==> src/design/tlik_pkg.sv <==
package tlik_pkg;

	localparam int FRAC_BITS = 8;
	localparam int CORDIC_STAGES_DEF = 16;
	localparam int CORDIC_MAX = 24;
	localparam int ANG_BITS = 20;
	localparam int DIV_STEPS = 31;
	localparam int SQRT_STEPS = 31;
	localparam int REM_W = 38;
	localparam int ROOT_W = 62;
	localparam int XY_W = 34;
	localparam int ANG_W = 30;

	typedef enum logic [1:0] {
		REG_FIRST_LINK  = 2'd0,
		REG_SECOND_LINK = 2'd1,
		REG_THIRD_LINK  = 2'd2
	} reg_index_t;

	typedef struct packed {
		logic [REM_W-1:0]     rem;
		logic [REM_W-1:0]     den;
		logic [DIV_STEPS-1:0] q;
		logic                 neg;
		logic                 sat;
	} div_t;

	typedef struct packed {
		logic [ROOT_W-1:0] n;
		logic [ROOT_W-1:0] res;
		logic signed [31:0] c;
	} sqrt_t;

	typedef struct packed {
		logic signed [XY_W-1:0]  x;
		logic signed [XY_W-1:0]  y;
		logic signed [ANG_W-1:0] ang;
	} cord_t;

	function automatic logic signed [ANG_W-1:0] atan_deg(input int i);
		logic signed [ANG_W-1:0] v;
		case (i)
			0: v = 30'sd47185920;
			1: v = 30'sd27855475;
			2: v = 30'sd14718068;
			3: v = 30'sd7471121;
			4: v = 30'sd3750058;
			5: v = 30'sd1876857;
			6: v = 30'sd938658;
			7: v = 30'sd469357;
			8: v = 30'sd234682;
			9: v = 30'sd117342;
			10: v = 30'sd58671;
			11: v = 30'sd29335;
			12: v = 30'sd14668;
			13: v = 30'sd7334;
			14: v = 30'sd3667;
			15: v = 30'sd1833;
			16: v = 30'sd917;
			17: v = 30'sd458;
			18: v = 30'sd229;
			19: v = 30'sd115;
			20: v = 30'sd57;
			21: v = 30'sd29;
			22: v = 30'sd14;
			23: v = 30'sd7;
			default: v = '0;
		endcase
		return v;
	endfunction

endpackage

==> src/design/tlik_cordic_cell.sv <==
module tlik_cordic_cell import tlik_pkg::*; #(
	parameter int IDX = 0
) (
	input  logic  clk,
	input  logic  en,
	input  cord_t d,
	output cord_t q
);
	localparam logic signed [ANG_W-1:0] STEP = atan_deg(IDX);

	logic signed [XY_W-1:0] xs;
	logic signed [XY_W-1:0] ys;

	always_comb begin
		xs = d.x >>> IDX;
		ys = d.y >>> IDX;
	end

	always_ff @(posedge clk) begin
		if (en) begin
			if (d.y > 0) begin
				q.x   <= d.x + ys;
				q.y   <= d.y - xs;
				q.ang <= d.ang + STEP;
			end else begin
				q.x   <= d.x - ys;
				q.y   <= d.y + xs;
				q.ang <= d.ang - STEP;
			end
		end
	end
endmodule

==> config.mk <==
export PLATFORM = sky130hd
export DESIGN_NAME = tlik_cordic_cell
export DESIGN_NICKNAME = d
export VERILOG_FILES = /design/src/design/tlik_pkg.sv /design/src/design/tlik_cordic_cell.sv
export SDC_FILE = /design/constraint.sdc
export NUM_CORES = 1
export LEC_CHECK = 0
export BUFFER_PORTS_ARGS = -buffer_cell sky130_fd_sc_hd__buf_2
export CELL_PAD_IN_SITES_DETAIL_PLACEMENT = 0
export CELL_PAD_IN_SITES_GLOBAL_PLACEMENT = 1
export CORE_MARGIN = 2
export CORE_UTILIZATION = 42
export DETAILED_ROUTE_END_ITERATION = 10
export PLACE_DENSITY_LB_ADDON = 0.05
export REMOVE_ABC_BUFFERS = 1
export SYNTH_ARGS = -nofsm -noshare
export SYNTH_HDL_FRONTEND = slang
export SYNTH_SLANG_ARGS = --single-unit
export TNS_END_PERCENT = 100
==> constraint.sdc <==
create_clock -name clk -period 5.3 [get_ports clk]
set_clock_uncertainty 0.2 [all_clocks]
set_input_delay 1.06 -clock clk [delete_from_list [all_inputs] [get_ports clk]]
set_output_delay 1.06 -clock clk [all_outputs]
set_load 0.02 [all_outputs]
==> impl_results.md <==
- First-pass GRT wire length: 45.2 mm
- Final setup violation count: 0
- Clock transition time at the flip-flop clock pins of the worst setup and hold paths: 0.07 ns
- Post-synthesis sequential area ratio: 31.6%
- Wire per inst: 19.3 um
- Synth Warn #: 0
- DRC violations left: 0
- Slew @ Worst Pin: 0.929 ns
- Register share of total power: 35.7%
- Data arrival time of the critical path: approximately 4.2 ns
- Global placer's final weighted congestion: 0.913
- Total power divided by cell area: 269 nW/um2
- Endpoint kind of the worst setup timing path: flop
- Most frequent cells in the layout: sky130_fd_sc_hd__buf_2, sky130_fd_sc_hd__a21oi_1, sky130_fd_sc_hd__ha_1
- Final hold violations: 0
- First-iteration detailed-routing DRC count: 694
- Pleak: 4.82 nW
- Quantity of gates resized following cts: 0
- Fillers: approximately 2,200
- CP peak stage delay: 0.65 ns
- Slew Limit Fails: 0
- Final cycle utilization of the critical path: around 80%
- Register name with the most flops: q
- Share of synthesized flip-flops with an asynchronous set or reset: 0%
- Total grt overflow: 0
- Synthesized area per cell: 8.68 um2
- Max reg flops: 97
- Final std cell area, no fill: 10,700 um2
- Largest delay contributor family on the critical path: compound AO/OA/AOI/OAI gates
- Routed wire length: between 20 and 30 mm
- GRT Util Overall: 24.5%
- Combinational Power Share: 38.8%
- Start-to-end type of the worst setup path: primary input to flop
- Required time at the worst-slack endpoint: 5.20 ns
- Post-route antenna net violation count: 0
- Cells after synthesis: 1,062
- Critical path, cell by cell: buf_2 > ha_1 > fa_1 > nor2b_1 > o31a_1 > o21a_1 > a31o_2 > a21boi_2 > o21ai_0 > a2111oi_0 > a21oi_1 > xnor2_1
- Antenna violations before repair: 0
- Sum of negative setup slack: 0 ns
- Dominant register cell in the synthesized netlist: sky130_fd_sc_hd__edfxtp_1
- Unrepaired setup endpoints after global routing: no
- Total number of clock tree sinks: 97
- Top Ports: 198
- Most frequent standard cell in the layout excluding fill and tap cells: sky130_fd_sc_hd__buf_2
- Clock power share: between 20% and 30%
- Min Tclk post-route: 4.27 ns
- Number of stages on the worst setup path: 12
- Beginning of the worst hold path: d[1]
- Internal cell power: 0.00177 W
- P&R area growth vs syn: 16.2%
- Number of placement rows: 54
- Vias per Instance: ~5.6
- Min-Delay Path Depth: 1
- Count of different cell masters after synthesis: 75
- Largest net degree at the start of global routing: 72
- Vias in the first global route: 8,017
- Result of the run: complete, no violations
- Area of the core region: around 22,000 um2
- Highest clock frequency the design can meet: 234 MHz
- Cell with the largest stage delay on the worst path: sky130_fd_sc_hd__o21ai_0
- DR pass1 iterations: 5
- Cell area after synthesis: 9220 um2
- Number of synthesized flops with an enable pin: 97
- Instance area after placement: 10,400 um2
- CTS tree: built
- Psw: approximately 0.0011 W
- Worst min-delay path class: primary input to flop
- Max-cap violation count: 0
- Hold WS: 0.674 ns
- Final HPWL DP: 23.0 mm
- Floorplan die area: 23,200 um2
- Number of buffer and inverter stages on the critical path: 1
- Clock buffer depth: 2
- Critical path launch point type: primary input
- Origin of the worst setup path: d[30]
- Count of hold buffers inserted by post-cts repair: 0
- Peak supply drop: 0.142 mV
- Antenna Diode Count: 0
- Sw Ratio: 38.4%
- DR vias: roughly 8,500
- Initial core utilization: 42.5%
- Regs by FF count: q (97)
- Die extent in x: around 150 um
- CTS buffer count: 9
- Top cell type's share of synthesized area: 31.6%
- PortBufs: approximately 200
- Top cell type by total area after synthesis: sky130_fd_sc_hd__edfxtp_1
- Proportion of layout cells with a drive suffix above 1: 19.7%
- Layout Nets: between 1,000 and 1,500
- Seq cells post-synth: 97
- Slew HR: 37.5%
- Top area cells in the synthesized netlist: sky130_fd_sc_hd__edfxtp_1, sky130_fd_sc_hd__ha_1, sky130_fd_sc_hd__a21oi_1
- Clock root buffer master: sky130_fd_sc_hd__clkbuf_16
- CTS H-tree lvls: 3
- Largest fanout on the critical path: 4
- Die outline height: between 150 and 200 um
- Buffers inserted by post-CTS timing repair: 0
[area by class of cell]
class | instances | area, um2 | share of cell area [%]
well taps | 280 | 350 | 3.27
inverters | 109 | 409 | 3.82
repair buffers | 205 | 1050 | 9.79
clock buffers | 9 | 225 | 2.10
flip-flops and latches | 97 | 2910 | 27.2
clock inverters | 7 | 86.3 | 0.806
multi-input cells | 810 | 5680 | 53.0
[path summary, 6_finish.rpt]
kind	to	slack, ns
setup / recovery	q[94]	1.03
hold / removal	q[1]	0.67
[power groups by stage]
| stage | sequential, W | combinational [W] | clock, W |
|---|---|---|---|
| 2_1_floorplan | 0.00120 | 0.000576 | 0 |
| 3_3_place_gp | 0.00104 | 0.00111 | 0 |
| 3_5_place_dp | 0.00105 | 0.00111 | 0 |
| 4_1_cts | 0.00103 | 0.00111 | 0.000755 |
| 5_1_grt | 0.00104 | 0.00121 | 0.000776 |
| 6_report | 0.00103 | 0.00112 | 0.000735 |
[cell usage after synthesis (all sizes together), types with 3 or more instances]
library cell and count:
a2111oi 6, a211o 5, a211oi 11, a21boi 4, a21o 26, a21oi 122, a221o 4, a221oi 5
a311oi 3, a31oi 11, and2 6, and3 4, buf 22, clkbuf 24, clkinv 4, edfxtp 97
fa 4, ha 107, inv 105, mux2i 8, nand2 59, nand2b 17, nand3 15, nand3b 3
nand4 7, nor2 94, nor2b 14, nor3 20, nor4 15, o211a 3, o211ai 5, o21a 10
o21ai 77, o21bai 21, o22ai 5, o31ai 8, or2 3, or3 3, or4 6, xnor2 64
xor2 11
[metal layers]
layer	track usage (%)	part of all wire, %
met5	0	0
met4	5.96	1.6
met3	2.45	5.5
met2	38.9	45
met1	36.2	48
[logic make-up after synthesis]
family          after synthesis  synth area share [%]
flops                        97                  31.6
xor+xnor                     75                  7.12
buf+inv                     155                  6.80
fa+ha+maj                   111                  15.4
compound gates              345                  24.0
mux                           9                 0.991
simple gates                270                  14.1
[stage by stage]
step	setup slack [ns]	utilization (%)	power, W	std cells
2_1_floorplan	-0.608	-	0.00177	1016
3_3_place_gp	0.760	48.0	0.00215	1501
3_5_place_dp	0.791	48.0	0.00215	1501
4_1_cts	1.17	49.4	0.00290	1517
5_1_grt	0.936	49.4	0.00303	1517
6_report	1.03	49.4	0.00288	1517
Power figures use the tool's default switching activity.
