[src/design/tlik_pkg.sv]
package tlik_pkg;

	localparam int FRAC_BITS = 8;
	localparam int CORDIC_STAGES_DEF = 16;
	localparam int CORDIC_MAX = 24;
	localparam int ANG_BITS = 20;
	localparam int DIV_STEPS = 31;
	localparam int SQRT_STEPS = 31;
	localparam int REM_W = 38;
	localparam int ROOT_W = 62;
	localparam int XY_W = 34;
	localparam int ANG_W = 30;

	typedef enum logic [1:0] {
		REG_FIRST_LINK  = 2'd0,
		REG_SECOND_LINK = 2'd1,
		REG_THIRD_LINK  = 2'd2
	} reg_index_t;

	typedef struct packed {
		logic [REM_W-1:0]     rem;
		logic [REM_W-1:0]     den;
		logic [DIV_STEPS-1:0] q;
		logic                 neg;
		logic                 sat;
	} div_t;

	typedef struct packed {
		logic [ROOT_W-1:0] n;
		logic [ROOT_W-1:0] res;
		logic signed [31:0] c;
	} sqrt_t;

	typedef struct packed {
		logic signed [XY_W-1:0]  x;
		logic signed [XY_W-1:0]  y;
		logic signed [ANG_W-1:0] ang;
	} cord_t;

	function automatic logic signed [ANG_W-1:0] atan_deg(input int i);
		logic signed [ANG_W-1:0] v;
		case (i)
			0: v = 30'sd47185920;
			1: v = 30'sd27855475;
			2: v = 30'sd14718068;
			3: v = 30'sd7471121;
			4: v = 30'sd3750058;
			5: v = 30'sd1876857;
			6: v = 30'sd938658;
			7: v = 30'sd469357;
			8: v = 30'sd234682;
			9: v = 30'sd117342;
			10: v = 30'sd58671;
			11: v = 30'sd29335;
			12: v = 30'sd14668;
			13: v = 30'sd7334;
			14: v = 30'sd3667;
			15: v = 30'sd1833;
			16: v = 30'sd917;
			17: v = 30'sd458;
			18: v = 30'sd229;
			19: v = 30'sd115;
			20: v = 30'sd57;
			21: v = 30'sd29;
			22: v = 30'sd14;
			23: v = 30'sd7;
			default: v = '0;
		endcase
		return v;
	endfunction

endpackage

[src/design/tlik_sqrt_cell.sv]
module tlik_sqrt_cell import tlik_pkg::*; #(
	parameter int SHIFT = 60
) (
	input  logic  clk,
	input  logic  en,
	input  sqrt_t d,
	output sqrt_t q
);
	localparam logic [ROOT_W-1:0] BIT = ROOT_W'(1) << SHIFT;

	logic [ROOT_W-1:0] trial;
	logic              ge;

	always_comb begin
		trial = d.res + BIT;
		ge = d.n >= trial;
	end

	always_ff @(posedge clk) begin
		if (en) begin
			q.n   <= ge ? d.n - trial : d.n;
			q.res <= ge ? (d.res >> 1) + BIT : d.res >> 1;
			q.c   <= d.c;
		end
	end
endmodule

[config.mk]
export PLATFORM = sky130hd
export DESIGN_NAME = tlik_sqrt_cell
export DESIGN_NICKNAME = d
export VERILOG_FILES = /design/src/design/tlik_pkg.sv /design/src/design/tlik_sqrt_cell.sv
export SDC_FILE = /design/constraint.sdc
export NUM_CORES = 1
export LEC_CHECK = 0
export ABC_CLOCK_PERIOD_IN_PS = 8200
export BUFFER_PORTS_ARGS = -buffer_cell sky130_fd_sc_hd__clkbuf_2
export CELL_PAD_IN_SITES_DETAIL_PLACEMENT = 1
export CELL_PAD_IN_SITES_GLOBAL_PLACEMENT = 2
export CORE_ASPECT_RATIO = 0.5
export CORE_MARGIN = 2
export CORE_UTILIZATION = 35
export CTS_CLUSTER_DIAMETER = 30
export DETAILED_ROUTE_END_ITERATION = 10
export PLACE_DENSITY = 0.95
export SYNTH_ARGS = -nofsm -noshare
export SYNTH_HDL_FRONTEND = slang
export SYNTH_SLANG_ARGS = --single-unit
[constraint.sdc]
create_clock -name clk -period 8.2 [get_ports clk]
set_clock_uncertainty 0.1 [all_clocks]
set_input_delay 1.64 -clock clk [delete_from_list [all_inputs] [get_ports clk]]
set_output_delay 1.64 -clock clk [all_outputs]
set_load 0.05 [all_outputs]
==> metrics.yaml <==
fillerInstances: 3166
finalWirelength_um: 30200
cell_area_synth_um2: 9840
grt_max_degree: 84
start_kind: "input port"
detail_route.iter0.violations: 415
power.leakage_nw: 5.55
registers.top_by_ff_count: "q"
route.layer.met1.wl_um: 13300
die_area_um2: 29500
synth-seq-cells: 156
synthCells: 854
synthFlopType: "edfxtp_1"
post_layout_nonfiller_instances: 1550
final_layout_size_suffix_gt1_share_pct: 36.4
finalPower_mw: 2.76
setup_viol: 0
drt_pre_antenna_iters: 5
maxCapViolations: 0
post-synth-top-area-fraction_pct: 47.6
layout.cell_area.non_filler_um2: 12200
place_worst_setup_slack_ns: 2.51
global_route_usage_over_all_layers_pct: 20.2
drv_slew: 0
min_period_over_period_pct: 64.1
number_of_placed_cells_counting_well_taps: 1516
critPathKind: "in2reg"
clock_pin_slew_of_the_registers_on_the_worst_case_setup_and_hold_paths_ns: 0.07
route.vias.total: 7826
final_hold_viol_count: 0
timing.critical_path.to_type: "register"
route.antenna.remaining_nets: 0
run_status: "finished, final reports clean"
areaGrowthSynthToFinish_pct: 23.6
via_count_of_the_first_global_routing_pass: 8176
clock_tree.buffer_depth: 2
die_width_um: 241
final.setup.tns_ns: 0
core_um2: 27700
timing.slew.headroom_pct: 32.5
synth_seq_area_share_pct: 47.6
max_freq_ghz: 0.190
placement.cell_area_um2: 11600
top_layer: "met5"
post-route-worst-setup-slack_ns: 2.94
holdCritStartpoint: "d[24]"
syn-num-nets: 1075
cts.hold.buffers_added: 0
cts_setup_buffers: 0
cts.htree.levels: 4
critPathArrivalTime_ns: 5.36
synth.lib_cells_used.distinct: 68
routed-wl-met3_um: 1170
finalWeightedCongestion: 0.842
initial_core_util_pct: 35.6
grt_first_pass_wirelength_um: 45400
routedWlPerCell_um: 19.5
cts_resized: 0
dominant_cell_type_by_area_after_synthesis: "edfxtp_1"
io_buffer_count: 313
final.min_clock_period_ns: 5.26
synth.top_cells.by_area: "edfxtp_1, mux2_4, ha_1, a21oi_1, xnor2_1"
min_path_cells: 1
worst_max_slew_pin_slew_ns: 1.01
holdWs_ns: 1.26
grt_antenna_before_repair: 3
critical_path.startpoint: "d[94]"
gr-total-overflow: 0
rsz0062_at_grt: "no"
drc: 0
power.ir.vdd_worst_uv: 121
cts_made_buffers: 17
worstHoldEndpoint: "q[24]"
worst-endpoint-required_ns: 8.30
synth.yosys.warnings: 0
clock_sinks: 156
largest_register_ffs: 156
fin_nets: 1374
postLayoutCoreUtil_pct: 44.0
routed-wl-met2_um: 15200
viasPerCell: 5.05
share_of_async_settable_or_async_resettable_flops_after_synthesis_pct: 0
tritoncts: "done"
largestRegisters: "q (156)"
chipHeight_um: 123
boundaryPins: 314
floorplan.rows: 43
worst_min_delay_path_category: "in2reg"
clock-root-buffer: "clkbuf_16"
synth_edf_count: 156
worst-path-max-fanout: 35
synth_area_per_cell_um2: 11.5
dpl.hpwl_um: 24000
power-per-cell-area_nw_per_um2: 227
[where the power goes]
group	total [mW]	internal [mW]	switching, mW
Combinational	0.935	0.303	0.631
Clock	0.809	0.451	0.358
Sequential	1.01	0.987	0.0253
Total	2.76	1.74	1.01
[worst max path at each step]
stage | to | slack, ns | depth (start not counted)
CTS | q[97] | 2.98 | 15
global placement | q[96] | 2.64 | 15
global route | q[98] | 2.69 | 14
floorplan | q[100] | 3.40 | 13
detailed placement | q[96] | 2.51 | 15
finish | q[96] | 2.94 | 15
[cells in the mapped netlist (3+ instances only)]
cell type and number:
buf_6 13, and3_1 5, a21oi_1 82, o21a_1 7, buf_4 9, and2_1 5
edfxtp_1 156, a211oi_1 6, nor2_1 34, mux2_2 4, o31ai_1 4, xor2_1 22
a21boi_0 6, mux2_4 55, inv_1 74, nand3_1 11, mux2i_1 3, nand2b_1 4
o21ai_0 43, xnor2_1 39, nor3_1 9, clkbuf_2 3, o211ai_1 8, o21bai_1 11
a31oi_1 11, nor2b_1 5, nand4_1 20, a21o_1 26, or3_1 4, ha_1 62
nand2_1 63
[cell usage in the layout, fill, tap and decap left out, types with 4 or more instances in the layout]
master | synthesis | layout
clkinvlp_4 | 0 | 5
edfxtp_1 | 156 | 156
mux2_4 | 55 | 55
o21bai_1 | 11 | 11
nor2b_1 | 5 | 5
a31oi_1 | 11 | 11
xor2_1 | 22 | 22
a211oi_1 | 6 | 6
and2_1 | 5 | 5
clkbuf_16 | 0 | 17
o21ai_0 | 43 | 43
clkbuf_2 | 3 | 312
o211ai_1 | 8 | 8
o21a_1 | 7 | 7
o31ai_1 | 4 | 4
ha_1 | 62 | 62
nand4_1 | 20 | 20
nand2_1 | 63 | 63
nand2b_1 | 4 | 4
a21o_1 | 26 | 26
and3_1 | 5 | 5
nand3_1 | 11 | 11
a21boi_0 | 6 | 6
inv_1 | 74 | 74
xnor2_1 | 39 | 39
nor2_1 | 34 | 34
nor3_1 | 9 | 9
mux2_2 | 4 | 4
or3_1 | 4 | 4
a21oi_1 | 82 | 82
[layer usage]
layer / vias up / GRT usage, %
met5: - / 0
met2: 151 / 34.7
met3: 39 / 5.17
met1: 3879 / 25.4
li1: 3755 / -
met4: 2 / 5.67
[critical path: stages]
cell,delay [ns]
clkbuf_2,0.08
inv_1,0.06
ha_1,0.19
fa_1,0.28
nor2b_4,0.06
o21bai_1,0.22
a21oi_1,0.22
o31a_2,0.42
o2111ai_2,0.22
a21oi_2,0.15
a31oi_4,0.21
o21ai_2,0.09
a211oi_4,0.42
buf_4,0.63
mux2_2,0.42
[kinds of logic (layout without fill, tap and decap cells)]
logic type | Yosys count | count (layout) | share of synthesized area [%]
AOI/OAI and AO/OA | 230 | 230 | 15.1
and+or+nand+nor | 172 | 172 | 8.43
DFF | 156 | 156 | 47.6
buffers and inverters | 110 | 422 | 6.17
adders and majority gates | 63 | 63 | 8.09
muxes | 62 | 62 | 9.16
xor gates and xnor gates | 61 | 61 | 5.43
other | 0 | 2 | 0
[area by class of cell]
type | count | area (um^2) | share of cell area [%]
repair buffers | 316 | 1600 | 13.1
clock inverters | 12 | 139 | 1.14
diodes | 2 | 5.00 | 0.0412
multi-input cells | 588 | 4550 | 37.4
inverters | 74 | 278 | 2.28
clock buffers | 20 | 437 | 3.59
well taps | 382 | 478 | 3.93
flip-flops and latches | 156 | 4680 | 38.5
No activity file was read; power rests on OpenSTA's default activity.
