File: config.mk
export PLATFORM = sky130hd
export DESIGN_NAME = tlik_div_cell
export DESIGN_NICKNAME = d
export VERILOG_FILES = /design/src/design/tlik_pkg.sv /design/src/design/tlik_div_cell.sv
export SDC_FILE = /design/constraint.sdc
export NUM_CORES = 1
export LEC_CHECK = 0
export BUFFER_PORTS_ARGS = -buffer_cell sky130_fd_sc_hd__buf_4
export CAP_MARGIN = 0
export CORE_MARGIN = 2
export CORE_UTILIZATION = 45
export CTS_CLUSTER_DIAMETER = 200
export DETAILED_ROUTE_END_ITERATION = 6
export GPL_ROUTABILITY_DRIVEN = 0
export PLACE_DENSITY = 0.78
export SLEW_MARGIN = 15
export SYNTH_ARGS = -nofsm -noshare
export SYNTH_HDL_FRONTEND = slang
export SYNTH_SLANG_ARGS = --single-unit
File: constraint.sdc
create_clock -name clk -period 2.9 [get_ports clk]
set_input_delay 0.725 -clock clk [delete_from_list [all_inputs] [get_ports clk]]
set_output_delay 0.725 -clock clk [all_outputs]
set_load 0.02 [all_outputs]
File: src/design/tlik_pkg.sv
package tlik_pkg;

	localparam int FRAC_BITS = 8;
	localparam int CORDIC_STAGES_DEF = 16;
	localparam int CORDIC_MAX = 24;
	localparam int ANG_BITS = 20;
	localparam int DIV_STEPS = 31;
	localparam int SQRT_STEPS = 31;
	localparam int REM_W = 38;
	localparam int ROOT_W = 62;
	localparam int XY_W = 34;
	localparam int ANG_W = 30;

	typedef enum logic [1:0] {
		REG_FIRST_LINK  = 2'd0,
		REG_SECOND_LINK = 2'd1,
		REG_THIRD_LINK  = 2'd2
	} reg_index_t;

	typedef struct packed {
		logic [REM_W-1:0]     rem;
		logic [REM_W-1:0]     den;
		logic [DIV_STEPS-1:0] q;
		logic                 neg;
		logic                 sat;
	} div_t;

	typedef struct packed {
		logic [ROOT_W-1:0] n;
		logic [ROOT_W-1:0] res;
		logic signed [31:0] c;
	} sqrt_t;

	typedef struct packed {
		logic signed [XY_W-1:0]  x;
		logic signed [XY_W-1:0]  y;
		logic signed [ANG_W-1:0] ang;
	} cord_t;

	function automatic logic signed [ANG_W-1:0] atan_deg(input int i);
		logic signed [ANG_W-1:0] v;
		case (i)
			0: v = 30'sd47185920;
			1: v = 30'sd27855475;
			2: v = 30'sd14718068;
			3: v = 30'sd7471121;
			4: v = 30'sd3750058;
			5: v = 30'sd1876857;
			6: v = 30'sd938658;
			7: v = 30'sd469357;
			8: v = 30'sd234682;
			9: v = 30'sd117342;
			10: v = 30'sd58671;
			11: v = 30'sd29335;
			12: v = 30'sd14668;
			13: v = 30'sd7334;
			14: v = 30'sd3667;
			15: v = 30'sd1833;
			16: v = 30'sd917;
			17: v = 30'sd458;
			18: v = 30'sd229;
			19: v = 30'sd115;
			20: v = 30'sd57;
			21: v = 30'sd29;
			22: v = 30'sd14;
			23: v = 30'sd7;
			default: v = '0;
		endcase
		return v;
	endfunction

endpackage

File: src/design/tlik_div_cell.sv
module tlik_div_cell import tlik_pkg::*; #(
	parameter bit FIRST = 1'b0
) (
	input  logic clk,
	input  logic en,
	input  div_t d,
	output div_t q
);
	logic [REM_W-1:0] sh;
	logic             ge;

	always_comb begin
		sh = FIRST ? d.rem : {d.rem[REM_W-2:0], 1'b0};
		ge = sh >= d.den;
	end

	always_ff @(posedge clk) begin
		if (en) begin
			q.rem <= ge ? sh - d.den : sh;
			q.den <= d.den;
			q.q   <= {d.q[DIV_STEPS-2:0], ge};
			q.neg <= d.neg;
			q.sat <= d.sat;
		end
	end
endmodule

==> summary by stage, run 1 <==
Run status
The flow ran to the end, but the final reports show violations. The checks that failed: setup timing.

Placed design
Once placement completed, the tool counted placed cells totaling 1,046. In this run the tool buffered the top-level ports with 217 buffer cells. After legalization and detailed placement, the total HPWL measured 13.6 mm.

Power and ir drop
After layout, the design draws a total of 0.00486 W. The power per cell area is 506 mW/mm2. Across the VDD grid, the largest voltage drop is 0.380 mV. The cell leakage power is 4.35 nW.

Timing
The relative slew slack is 62.1%. For this run, the top clock speed supported by timing is 344 MHz. Setup repair after global routing could not meet its margin everywhere. The total count of max-transition violations in the final report is 0. The actual slew at the worst max-slew pin is 0.568 ns. The smallest clock period supported by the final layout is computed as 2.91 ns.

The total negative slack for setup checks is -0.0129 ns. The total count of hold-check failures in the final report came to 0. The share of the clock period used by the worst path is 100%. The setup-violating endpoint count in the final report is 3. In the post-route analysis, the smallest setup slack over all paths is -0.00729 ns.

Layout
The number of antenna diodes in the final layout is 0. The area growth from synthesis to layout is 56.0%. The largest registers in the layout are q: 109 flops.

The flip-flop count of the largest register after layout is 109. The register with the most flip-flops is q. The share of final-layout standard cells stronger than drive strength 1 is 47.9%.

Excluding fillers, the count of instances in the completed layout stands at 1,072. The total number of nets in the final design is 1,041.

Routing
The residual DRC count is 0. For this block, the initial DRC count from the detailed router was 247. After detailed routing, the average wire length per cell comes to 17.3 um. The length of the first detailed-routing pass in iterations is 5. Wires add up to 18.5 mm. In the routed layout, each cell is associated on average with a via count of 5.27. The detail route stage leaves a number of antenna-violating nets equal to 0.

The total number of vias is 5,654.

Die
The floorplan step set the die width to 121 um. The number of placement rows is 42. The height of the die is 121 um. The effective utilization at floorplan is 46.4%. In this run the count of I/O pins placed on the die edge is 220. The floorplan die area is 0.0147 mm2.

The core outline area is 0.0133 mm2.

CTS
The maximum level of the CTS H-tree is 3. After clock tree synthesis, the clock-pin slew on the worst setup and hold paths is 0.07 ns. Counting the buffers created by CTS gives 9. The tree is rooted in a sky130_fd_sc_hd__clkbuf_16. In this run the deepest clock path goes through 2 buffers. Buffers inserted to repair hold after CTS numbered 0. TritonCTS built the clock tree. The clock drives 109 sinks.

Setup path
For this design, the slowest cell found on the critical path is sky130_fd_sc_hd__or4_4. Data arrives at the worst endpoint at 3.14 ns. The cell family contributing the most delay on the critical path is compound AO/OA/AOI/OAI gates. The critical setup path kind is in -> reg. The critical path endpoint category is a flop.

The critical path goes through buf_4, inv_2, ha_4, a21o_1, o21bai_1, a221o_1, nor2b_4, o311a_4, or4_4, o311ai_2, mux2_4. The highest net fanout along the worst path is 3. The sort of element at the start of the critical path is a primary input.

Together, buffers and inverters on the worst path number 2. Data on the critical path is required at its endpoint by 3.13 ns. The peak per-stage delay on the critical path is 0.49 ns.

GRT
The combined global-route utilization of all metal layers is 23.4%. For this run the aggregate overflow at the end of global routing stands at 0. The via count of the first global-routing pass is 5,567. The maximum number of pins on one net before global-route repair is 110. The number of antenna violations at the first check in global routing is 0. The global-route wire length before repair is 26.7 mm.

Synthesis
The area of the mapped netlist is 0.00616 mm2. The number of enable-type register cells in the synthesized netlist is 109. The total number of yosys warnings is 0. Counting flops with an async set or reset pin after synthesis yields a share of 0%.

Counting flops and latches in the post-synthesis netlist gives 109. Counting distinct cell types in the post-synthesis netlist gives 57. The proportion of netlist area held by the largest area contributor is 53.1%. Sequential elements use 53.1% of the synthesized area. After synthesis, the cell types taking the most area are sky130_fd_sc_hd__edfxtp_1 53%, sky130_fd_sc_hd__ha_1 7.7%, sky130_fd_sc_hd__a21oi_1 4.8%. The most common cell in the netlist is sky130_fd_sc_hd__edfxtp_1.

By count the netlist is led by 109 x sky130_fd_sc_hd__edfxtp_1, 59 x sky130_fd_sc_hd__a21oi_1, 53 x sky130_fd_sc_hd__nor2_1, 50 x sky130_fd_sc_hd__inv_1, 38 x sky130_fd_sc_hd__ha_1. The synthesized design spends more area on one cell type than any other, namely sky130_fd_sc_hd__edfxtp_1. Counting every net in the synthesized netlist gives 711. The cell count after synthesis came out at 561.

Averaged over all synthesized cells, the footprint is 11.0 um2. The prevailing post-synth register cell is sky130_fd_sc_hd__edfxtp_1.

Job
Across the run, the number of max-cap violations was 0.

Min path
The worst min-delay path class is in -> reg.
logic make-up after synthesis:
kind of cell               Yosys count  share of synthesized area [%]
AOI/OAI and AO/OA                  161                           17.7
and+or+nand+nor                    144                           11.0
DFF                                109                           53.1
buffers and inverters               70                           4.38
adders and majority gates           39                           8.04
xor gates and xnor gates            29                           4.12
muxes                                9                           1.62
metal layers:
layer / vias up / track usage (%) / routed length (um)
met5: - / 0 / 0
met4: 0 / 6.10 / 280
met3: 23 / 6.06 / 1330
met2: 224 / 43.5 / 9980
met1: 2675 / 26.4 / 6910
li1: 2732 / - / -
final cells by class:
type	count	area [um2]
fill	967	3680
sequential	109	3270
multi-input combinational	382	2970
timing repair buffer	338	2660
clock buffer	9	225
tap	176	220
inverter	51	204
clock inverter	7	67.6
cell usage in the layout (no fill, tap or decap), types with 4 or more instances in the layout:
master                        n
sky130_fd_sc_hd__nand2b_1     6
sky130_fd_sc_hd__xnor2_1     14
sky130_fd_sc_hd__buf_4      323
sky130_fd_sc_hd__ha_4         8
sky130_fd_sc_hd__edfxtp_1   109
sky130_fd_sc_hd__ha_1        28
sky130_fd_sc_hd__xor2_1      15
sky130_fd_sc_hd__a21o_1      26
sky130_fd_sc_hd__or3_1        4
sky130_fd_sc_hd__inv_2        6
sky130_fd_sc_hd__a21oi_2      7
sky130_fd_sc_hd__a31oi_1     10
sky130_fd_sc_hd__nand2_1     28
sky130_fd_sc_hd__a21oi_1     52
sky130_fd_sc_hd__and3_1       6
sky130_fd_sc_hd__o21bai_1     7
sky130_fd_sc_hd__mux2_4       6
sky130_fd_sc_hd__nor2_1      41
sky130_fd_sc_hd__nor2_2       9
sky130_fd_sc_hd__nand4_1      8
sky130_fd_sc_hd__o21a_1      10
sky130_fd_sc_hd__nand3_1      9
sky130_fd_sc_hd__inv_1       44
sky130_fd_sc_hd__nor3_1       8
sky130_fd_sc_hd__o21ai_0     12
sky130_fd_sc_hd__clkbuf_16   11
sky130_fd_sc_hd__nor4_1       4
sky130_fd_sc_hd__buf_6        8
sky130_fd_sc_hd__buf_12       4
per-stage QoR:
step	utilization [%]	hold WS [ns]	worst slack, ns	area, um2
finish	72.3	0.538	-0.00729	9620
floorplan	-	0.824	-0.104	6320
global placement	67.1	0.904	-0.426	8920
detailed placement	67.1	0.905	-0.454	8920
CTS	69.8	0.525	-0.0000400	9280
global route	72.3	0.517	-0.0615	9620
final timing paths:
path	to	cells past startpoint	slack [ns]	from
min	q[15]	1	0.54	d[14]
max	q[102]	11	-0.007	d[51]
power breakdown:
part	internal [W]	total [W]	switching (W)
sequential	0.00193	0.00198	0.0000481
combinational	0.000811	0.00167	0.000863
clock	0.000606	0.00121	0.000609
total	0.00334	0.00486	0.00152
timing repair:
item	CTS	global route
endpoints found under the setup margin	6	30
resized for setup	9	61
setup buffers	1	6
pin swaps	1	11
cloned	0	3
No activity file was read; power rests on OpenSTA's default activity.
==> run 2, diff against run 1 <==
- ABC_CLOCK_PERIOD_IN_PS: unset -> 2900
- SETUP_SLACK_MARGIN: unset -> 0.4
==> run 2 against run 1 <==
The flow now finishes without violations; hold slack better by 0.0021 ns; sequential share of layout area decreased by 2.3 points; combinational power rose by 11%; non-clock buffer count increased by 37; die area stayed put; sequential power about the same; cell area rose by 7.2%; final cell count increased by 3.5%; utilization grew 5.2 points; setup slack improved by 0.065 ns; critical path type unchanged; largest cell class is now multi-input gates; largest power group unchanged.
==> summary by stage, run 2 (synthesis results as in run 1) <==
Run status
The run finished with clean final reports.

Layout
The number of diodes added for antenna fixing is 0 (unchanged). The total number of nets in the final design is 1,078 (+3.6%). The area of combinational cells with multiple inputs is 0.00329 mm2 (+11%).

The fraction of the core area covered by cells at the end of the flow is 77.6% (+5.2 points). The register area is 0.00327 mm2 (unchanged). The share of final-layout standard cells stronger than drive strength 1 is 55.0% (+7.1 points). The layout overhead on the synthesized area is 67.3%. The number of fillers in the final layout came to 811 (-16%). The commonest non-fill, non-tap cell in the layout is sky130_fd_sc_hd__buf_4. In the layout the commonest cells are 351 x sky130_fd_sc_hd__buf_4, 109 x sky130_fd_sc_hd__edfxtp_1, 41 x sky130_fd_sc_hd__a21oi_1, 36 x sky130_fd_sc_hd__nor2_1, 34 x sky130_fd_sc_hd__inv_1.

In the final layout, the registers with the most flip-flops are q: 109 flops. The flip-flop count of the largest register after layout is 109 (unchanged). The register with the most flip-flops in the final layout is q.

CTS
Clock tree synthesis selected as its root buffer the cell sky130_fd_sc_hd__clkbuf_16. The number of buffers between clock root and the deepest sink is 2 (unchanged). The total clock buffers created by CTS is 9 (unchanged). The clock input transition at the sequential cells of the worst setup and hold paths is 0.08 ns (about the same). The TritonCTS clock tree is done. The number of sinks handled by clock tree synthesis is 109 (unchanged).

The maximum level of the CTS H-tree was 3 (unchanged). The number of buffers inserted by hold repair at cts is 0 (unchanged).

GRT
The via count of the first global-routing pass is 6,156 (+11%). The number of antenna violations at the first check in global routing is 0 (unchanged). The combined global-route utilization of all metal layers is 26.5% (+3.1 points). The global-route wire length before repair is 30.2 mm (+13%).

The maximum number of pins on one net before global-route repair is 110 (unchanged). The total overflow reported by the global router is 0 (unchanged).

Placed design
The half-perimeter wire length after placement is 13.9 mm (+2.4%). The count of buffers inserted at the top-level ports is 217 (unchanged).

Routing
The total number of vias is 6,038 (+6.8%). The count of antenna-violating nets left after detailed routing was 0 (unchanged). The average wire length per cell after detail routing is 18.1 um (+4.6%).

The residual DRC count came to 0 (unchanged). The DRC marker count from the first detailed-route iteration was 340 (+38%). The total routed wirelength is 20.0 mm (+8.2%).

The length of the first detailed-routing pass in iterations is 6 (+1). The number of vias per cell after detailed routing is 5.44 (+3.2%).

Die
The top-level port count is 220 (unchanged). The effective utilization at floorplan was 46.4% (unchanged). The core outline area is 0.0133 mm2 (unchanged). The width of the die is 121 um (unchanged).

The number of placement rows is 42 (unchanged). The floorplan die area is 0.0147 mm2 (unchanged). The height of the die is 121 um (unchanged).

Power and ir drop
The share of total power in sequential cells is 38.7% (-1.9 points). The switching component of the power is 0.00158 W (+4.2%). The total internal power is 0.00353 W (+5.5%). The highest ir drop seen on vdd is 0.262 mV (-31%). The combinational share of power is 36.4% (+2.0 points). The switching share of power is 31.0% (-0.26 points). The cell leakage power is 4.58 nW (+5.2%). The power per cell area is 496 mW/mm2 (-2.0%). The portion of total power attributed to the clock network came to 24.9% (about the same). The overall power of the completed layout came to 0.00511 W (+5.1%).

Timing
The minimum clock period is 2.84 ns (-0.0653 ns). The share of the clock period used by the worst path was 98.0% (-2.3 points). The setup-violating endpoint count in the final report is 0 (-3). The total count of hold-check failures in the final report was 0 (unchanged). The total count of max-transition violations in the final report is 0 (unchanged).

The actual slew at the worst max-slew pin is 0.583 ns (+0.0151 ns). The relative slew slack is 61.1% (-1.0 points). The upper clock frequency limit is 352 MHz (+2.3%).

Setup repair after global routing could not meet its margin everywhere.

Setup path
The critical path arrival is 2.95 ns (-0.19 ns). The worst setup path is launched from a primary input. The required time at the endpoint of the critical path is 3.01 ns (-0.12 ns). The highest net fanout along the worst path is 3 (unchanged). The critical path endpoint category is a flop. The critical setup path kind is in -> reg.

Min path
The worst min-delay path class is in -> reg.

Job
The count of maximum capacitance violations is 0 (unchanged).
## run 2: cell count changes in the layout (fill, tap and decap cells not counted), moves of 5 or more
| cell | before | now |
|---|---|---|
| sky130_fd_sc_hd__ha_4 | 8 | 18 |
| sky130_fd_sc_hd__a21oi_2 | 7 | 15 |
| sky130_fd_sc_hd__a21oi_1 | 52 | 41 |
| sky130_fd_sc_hd__buf_6 | 8 | 15 |
| sky130_fd_sc_hd__ha_1 | 28 | 18 |
| sky130_fd_sc_hd__inv_1 | 44 | 34 |
| sky130_fd_sc_hd__nor2_1 | 41 | 36 |
| sky130_fd_sc_hd__buf_4 | 323 | 351 |
## run 2: critical path, cell delays in order
cell and delay, ns:
sky130_fd_sc_hd__buf_12 0.09, sky130_fd_sc_hd__inv_12 0.03, sky130_fd_sc_hd__ha_4 0.24, sky130_fd_sc_hd__nor2_2 0.15, sky130_fd_sc_hd__a211oi_4 0.07, sky130_fd_sc_hd__o31ai_2 0.25
sky130_fd_sc_hd__buf_4 0.18, sky130_fd_sc_hd__a211oi_4 0.07, sky130_fd_sc_hd__buf_4 0.14, sky130_fd_sc_hd__o311a_4 0.37, sky130_fd_sc_hd__buf_6 0.13, sky130_fd_sc_hd__o21a_1 0.19
sky130_fd_sc_hd__o211ai_1 0.19, sky130_fd_sc_hd__o22ai_1 0.12
## run 2: cell type report
class	count	area share [%]
multi-input cells	382	31.9
clock buffers	10	2.22
repair buffers	375	29.1
well taps	176	2.14
flip-flops and latches	109	31.7
clock inverters	6	0.655
inverters	51	2.20
## run 2: per-stage QoR
step / hold WS, ns / worst slack [ns] / cells / setup TNS, ns / cell area (um2)
after floorplan: 0.824 / -0.0967 / 561 / -0.564 / 6370
after global placement: 0.904 / -0.393 / 1058 / -10.62 / 9050
after detailed placement: 0.905 / -0.470 / 1058 / -12.20 / 9050
after CTS: 0.528 / 0.108 / 1104 / 0 / 10200
after global routing: 0.525 / 0.00510 / 1109 / 0 / 10300
final: 0.540 / 0.0580 / 1109 / 0 / 10300
## run 2: routing by layer
layer	up-vias	routed length [um]	track usage, %	part of all wire [%]
met5	-	0	0	0
met4	0	470	10.3	2.3
met3	50	1550	6.91	7.7
met2	276	10600	48.5	53
met1	2896	7360	29.1	37
li1	2816	-	-	-
## run 2: what timing repair did
| action | in CTS | in global routing |
|---|---|---|
| buffers inserted | 27 | 5 |
| setup endpoints to repair | 39 | 39 |
| pin swaps | 29 | 8 |
| gates resized for setup | 122 | 23 |
| cloned | 3 | 0 |
## run 2: final timing paths
kind / to / slack (ns) / depth (start not counted) / start
worst max-delay path: q[108] / 0.06 / 14 / d[35]
worst min-delay path: q[39] / 0.54 / 1 / d[39]
## run 2: power by group through the flow
stage	clock network, W	registers, W	logic (W)
floorplan	0	0.00222	0.000606
global placement	0	0.00201	0.00152
detailed placement	0	0.00201	0.00156
CTS	0.00128	0.00198	0.00179
global route	0.00134	0.00199	0.00198
finish	0.00127	0.00198	0.00186
==> run 3, diff against run 2 <==
- ABC_CLOCK_PERIOD_IN_PS: 2900 -> 2800
- PLACE_DENSITY: 0.78 -> 0.75
- clock period: 2.9 -> 2.8 ns (I/O delays scaled with it)
==> run 3 against run 2 <==
Utilization is 1.2 points higher; sequential cell count is the same; routed wire length down 0.71%; die area stayed put; via count decreased by 2.3%; count of clock-buffer cells in the layout grew 1; final cell count shrank 0.27%; clock power grew 7%; hold slack worse by 0.020 ns; the run now ends with setup timing left; sequential power rose by 4%.
==> summary by stage, run 3 (synthesis results as in run 1) <==
Layout
The number of diodes added for antenna fixing came to 0 (unchanged). The flip-flop count of the largest register after layout came to 109 (unchanged). The top cell types in the final layout, fill and taps aside, are 336 x sky130_fd_sc_hd__buf_4, 109 x sky130_fd_sc_hd__edfxtp_1, 42 x sky130_fd_sc_hd__inv_1, 33 x sky130_fd_sc_hd__a21oi_1, 29 x sky130_fd_sc_hd__nand2_1. More flip-flops sit in one register than any other, and that register is q. The total number of nets in the final design is 1,075 (-0.28%).

Relative to the synthesized area, the layout overhead comes to 69.8%. The share of final-layout standard cells stronger than drive strength 1 came to 55.1% (+0.070 points). The number of fillers in the final layout is 825 (+1.7%). The area of combinational cells with multiple inputs is 0.00335 mm2 (+1.6%). The register area is 0.00327 mm2 (unchanged).

The commonest non-fill, non-tap cell in the layout is sky130_fd_sc_hd__buf_4. The largest registers in the layout are q: 109 flops.

GRT
The via count of the first global-routing pass is 6,195 (+0.63%). The combined global-route utilization of all metal layers is 26.0% (-0.46 points). The global-route wire length before repair is 29.8 mm (-1.2%). The maximum number of pins on one net before global-route repair is 66 (-40%). The number of antenna violations at the first check in global routing was 0 (unchanged). The total overflow reported by the global router is 0 (unchanged).

Setup path
The critical path endpoint category is a flop. STA classifies the critical path startpoint as a primary input. The critical path arrival came to 3.15 ns (+0.20 ns).

The critical setup path kind is in -> reg. The required time at the endpoint of the critical path was 3.03 ns (+0.02 ns). The highest net fanout along the worst path came to 3 (unchanged).

Timing
Setup repair after global routing could not meet its margin everywhere. The total count of hold-check failures in the final report is 0 (unchanged). The worst hold slack came to 0.520 ns (-0.0197 ns). The total negative slack for setup checks is -0.673 ns (-0.673 ns). The actual slew at the worst max-slew pin is 0.575 ns (-0.00779 ns).

The share of the clock period used by the worst path is 104%. The worst path setup slack after routing is -0.121 ns (-0.179 ns). The setup-violating endpoint count in the final report was 16 (+16).

The upper clock frequency limit is 342 MHz. After layout, the minimum clock period comes to 2.92 ns. The total count of max-transition violations in the final report is 0 (unchanged). The relative slew slack came to 61.6% (+0.52 points).

Die
The floorplan die area is 0.0147 mm2 (unchanged). The top-level port count is 220 (unchanged). The effective utilization at floorplan came to 46.4% (unchanged). The core outline area came to 0.0133 mm2 (unchanged). The height of the die is 121 um (unchanged).

The width of the die is 121 um (unchanged). The number of placement rows is 42 (unchanged).

Power and ir drop
The cell leakage power was 4.63 nW (+1.1%). The highest ir drop seen on vdd is 0.338 mV (+29%). The power per cell area is 520 mW/mm2 (+4.9%).

Routing
The residual DRC count is 0 (unchanged). The count of antenna-violating nets left after detailed routing is 0 (unchanged). The length of the first detailed-routing pass in iterations is 5 (-1). The number of vias per cell after detailed routing is 5.33 (-2.1%). The average wire length per cell after detail routing came to 18.0 um (-0.44%). The total routed wirelength is 19.9 mm (-0.71%). The total number of vias is 5,898 (-2.3%).

The DRC marker count from the first detailed-route iteration is 296 (-13%).

Min path
In this run the most critical hold path is launched from d[11]. The number of cells on the worst hold path is 1 (unchanged). The path with the worst hold slack has its endpoint at q[12]. The worst min-delay path class is in -> reg.

CTS
The TritonCTS clock tree is done. The clock input transition at the sequential cells of the worst setup and hold paths is 0.07 ns (about the same). Clock tree synthesis selected as its root buffer the cell sky130_fd_sc_hd__clkbuf_16.

The maximum level of the CTS H-tree is 3 (unchanged). The number of sinks handled by clock tree synthesis is 109 (unchanged). The total clock buffers created by CTS was 9 (unchanged).

The number of buffers between clock root and the deepest sink was 2 (unchanged).

Run status
The checks that failed: setup timing. The run finished, with violations left.

Job
The count of maximum capacitance violations is 0 (unchanged).

Placed design
The count of buffers inserted at the top-level ports was 217 (unchanged). The half-perimeter wire length after placement came to 13.7 mm (-1.7%). The worst setup slack before clock tree synthesis is -0.531 ns (-0.0617 ns).
## run 3: routing by layer
layer  part of all wire [%]  GRT usage, %
met5                      0             0
met4                    2.4          9.52
met3                    7.0          6.11
met2                     53          46.9
met1                     38          29.9
## run 3: layout make-up
cell class	count	share of cell area [%]
inverter	51	2.08
sequential	109	31.3
tap	176	2.10
timing repair buffer	372	29.6
multi-input combinational	382	32.0
clock buffer	11	2.22
clock inverter	5	0.801
## run 3: critical path, cell delays in order
cell                       delay, ns
sky130_fd_sc_hd__buf_8          0.10
sky130_fd_sc_hd__inv_4          0.05
sky130_fd_sc_hd__ha_4           0.20
sky130_fd_sc_hd__buf_6          0.12
sky130_fd_sc_hd__buf_4          0.14
sky130_fd_sc_hd__buf_6          0.12
sky130_fd_sc_hd__nand2_4        0.08
sky130_fd_sc_hd__o21bai_4       0.06
sky130_fd_sc_hd__a221o_1        0.34
sky130_fd_sc_hd__nor2b_4        0.15
sky130_fd_sc_hd__o311a_4        0.34
sky130_fd_sc_hd__or4_4          0.44
sky130_fd_sc_hd__o311ai_4       0.11
sky130_fd_sc_hd__mux2_4         0.20
## run 3: stage by stage
stage / util [%] / instance area [um2] / std cells / power, W
floorplan: - / 6370 / 561 / 0.00292
global placement: 68.5 / 9110 / 1067 / 0.00368
detailed placement: 68.5 / 9110 / 1067 / 0.00372
CTS: 76.7 / 10200 / 1103 / 0.00533
global route: 78.7 / 10500 / 1106 / 0.00566
finish: 78.7 / 10500 / 1106 / 0.00544
## run 3: worst max-delay path by stage
| stage | startpoint | end |
|---|---|---|
| after floorplan | d[51] | q[102] |
| after global placement | d[54] | q[104] |
| after detailed placement | d[54] | q[104] |
| after CTS | d[50] | q[96] |
| after global routing | d[87] | q[96] |
| final | d[50] | q[102] |
## run 3: what timing repair did
item,CTS,global route
gates cloned,5,0
resized for setup,118,55
hold buffers,0,0
buffers inserted,15,3
pin swaps,22,7
setup endpoints to repair,39,39
hold endpoints to repair,0,0
## run 3: power by group
part           total [W]  internal, W  switching [W]  leakage (nW)
clock            0.00136     0.000788       0.000576         0.146
sequential       0.00205      0.00200      0.0000518          1.07
combinational    0.00203      0.00101        0.00102          3.41
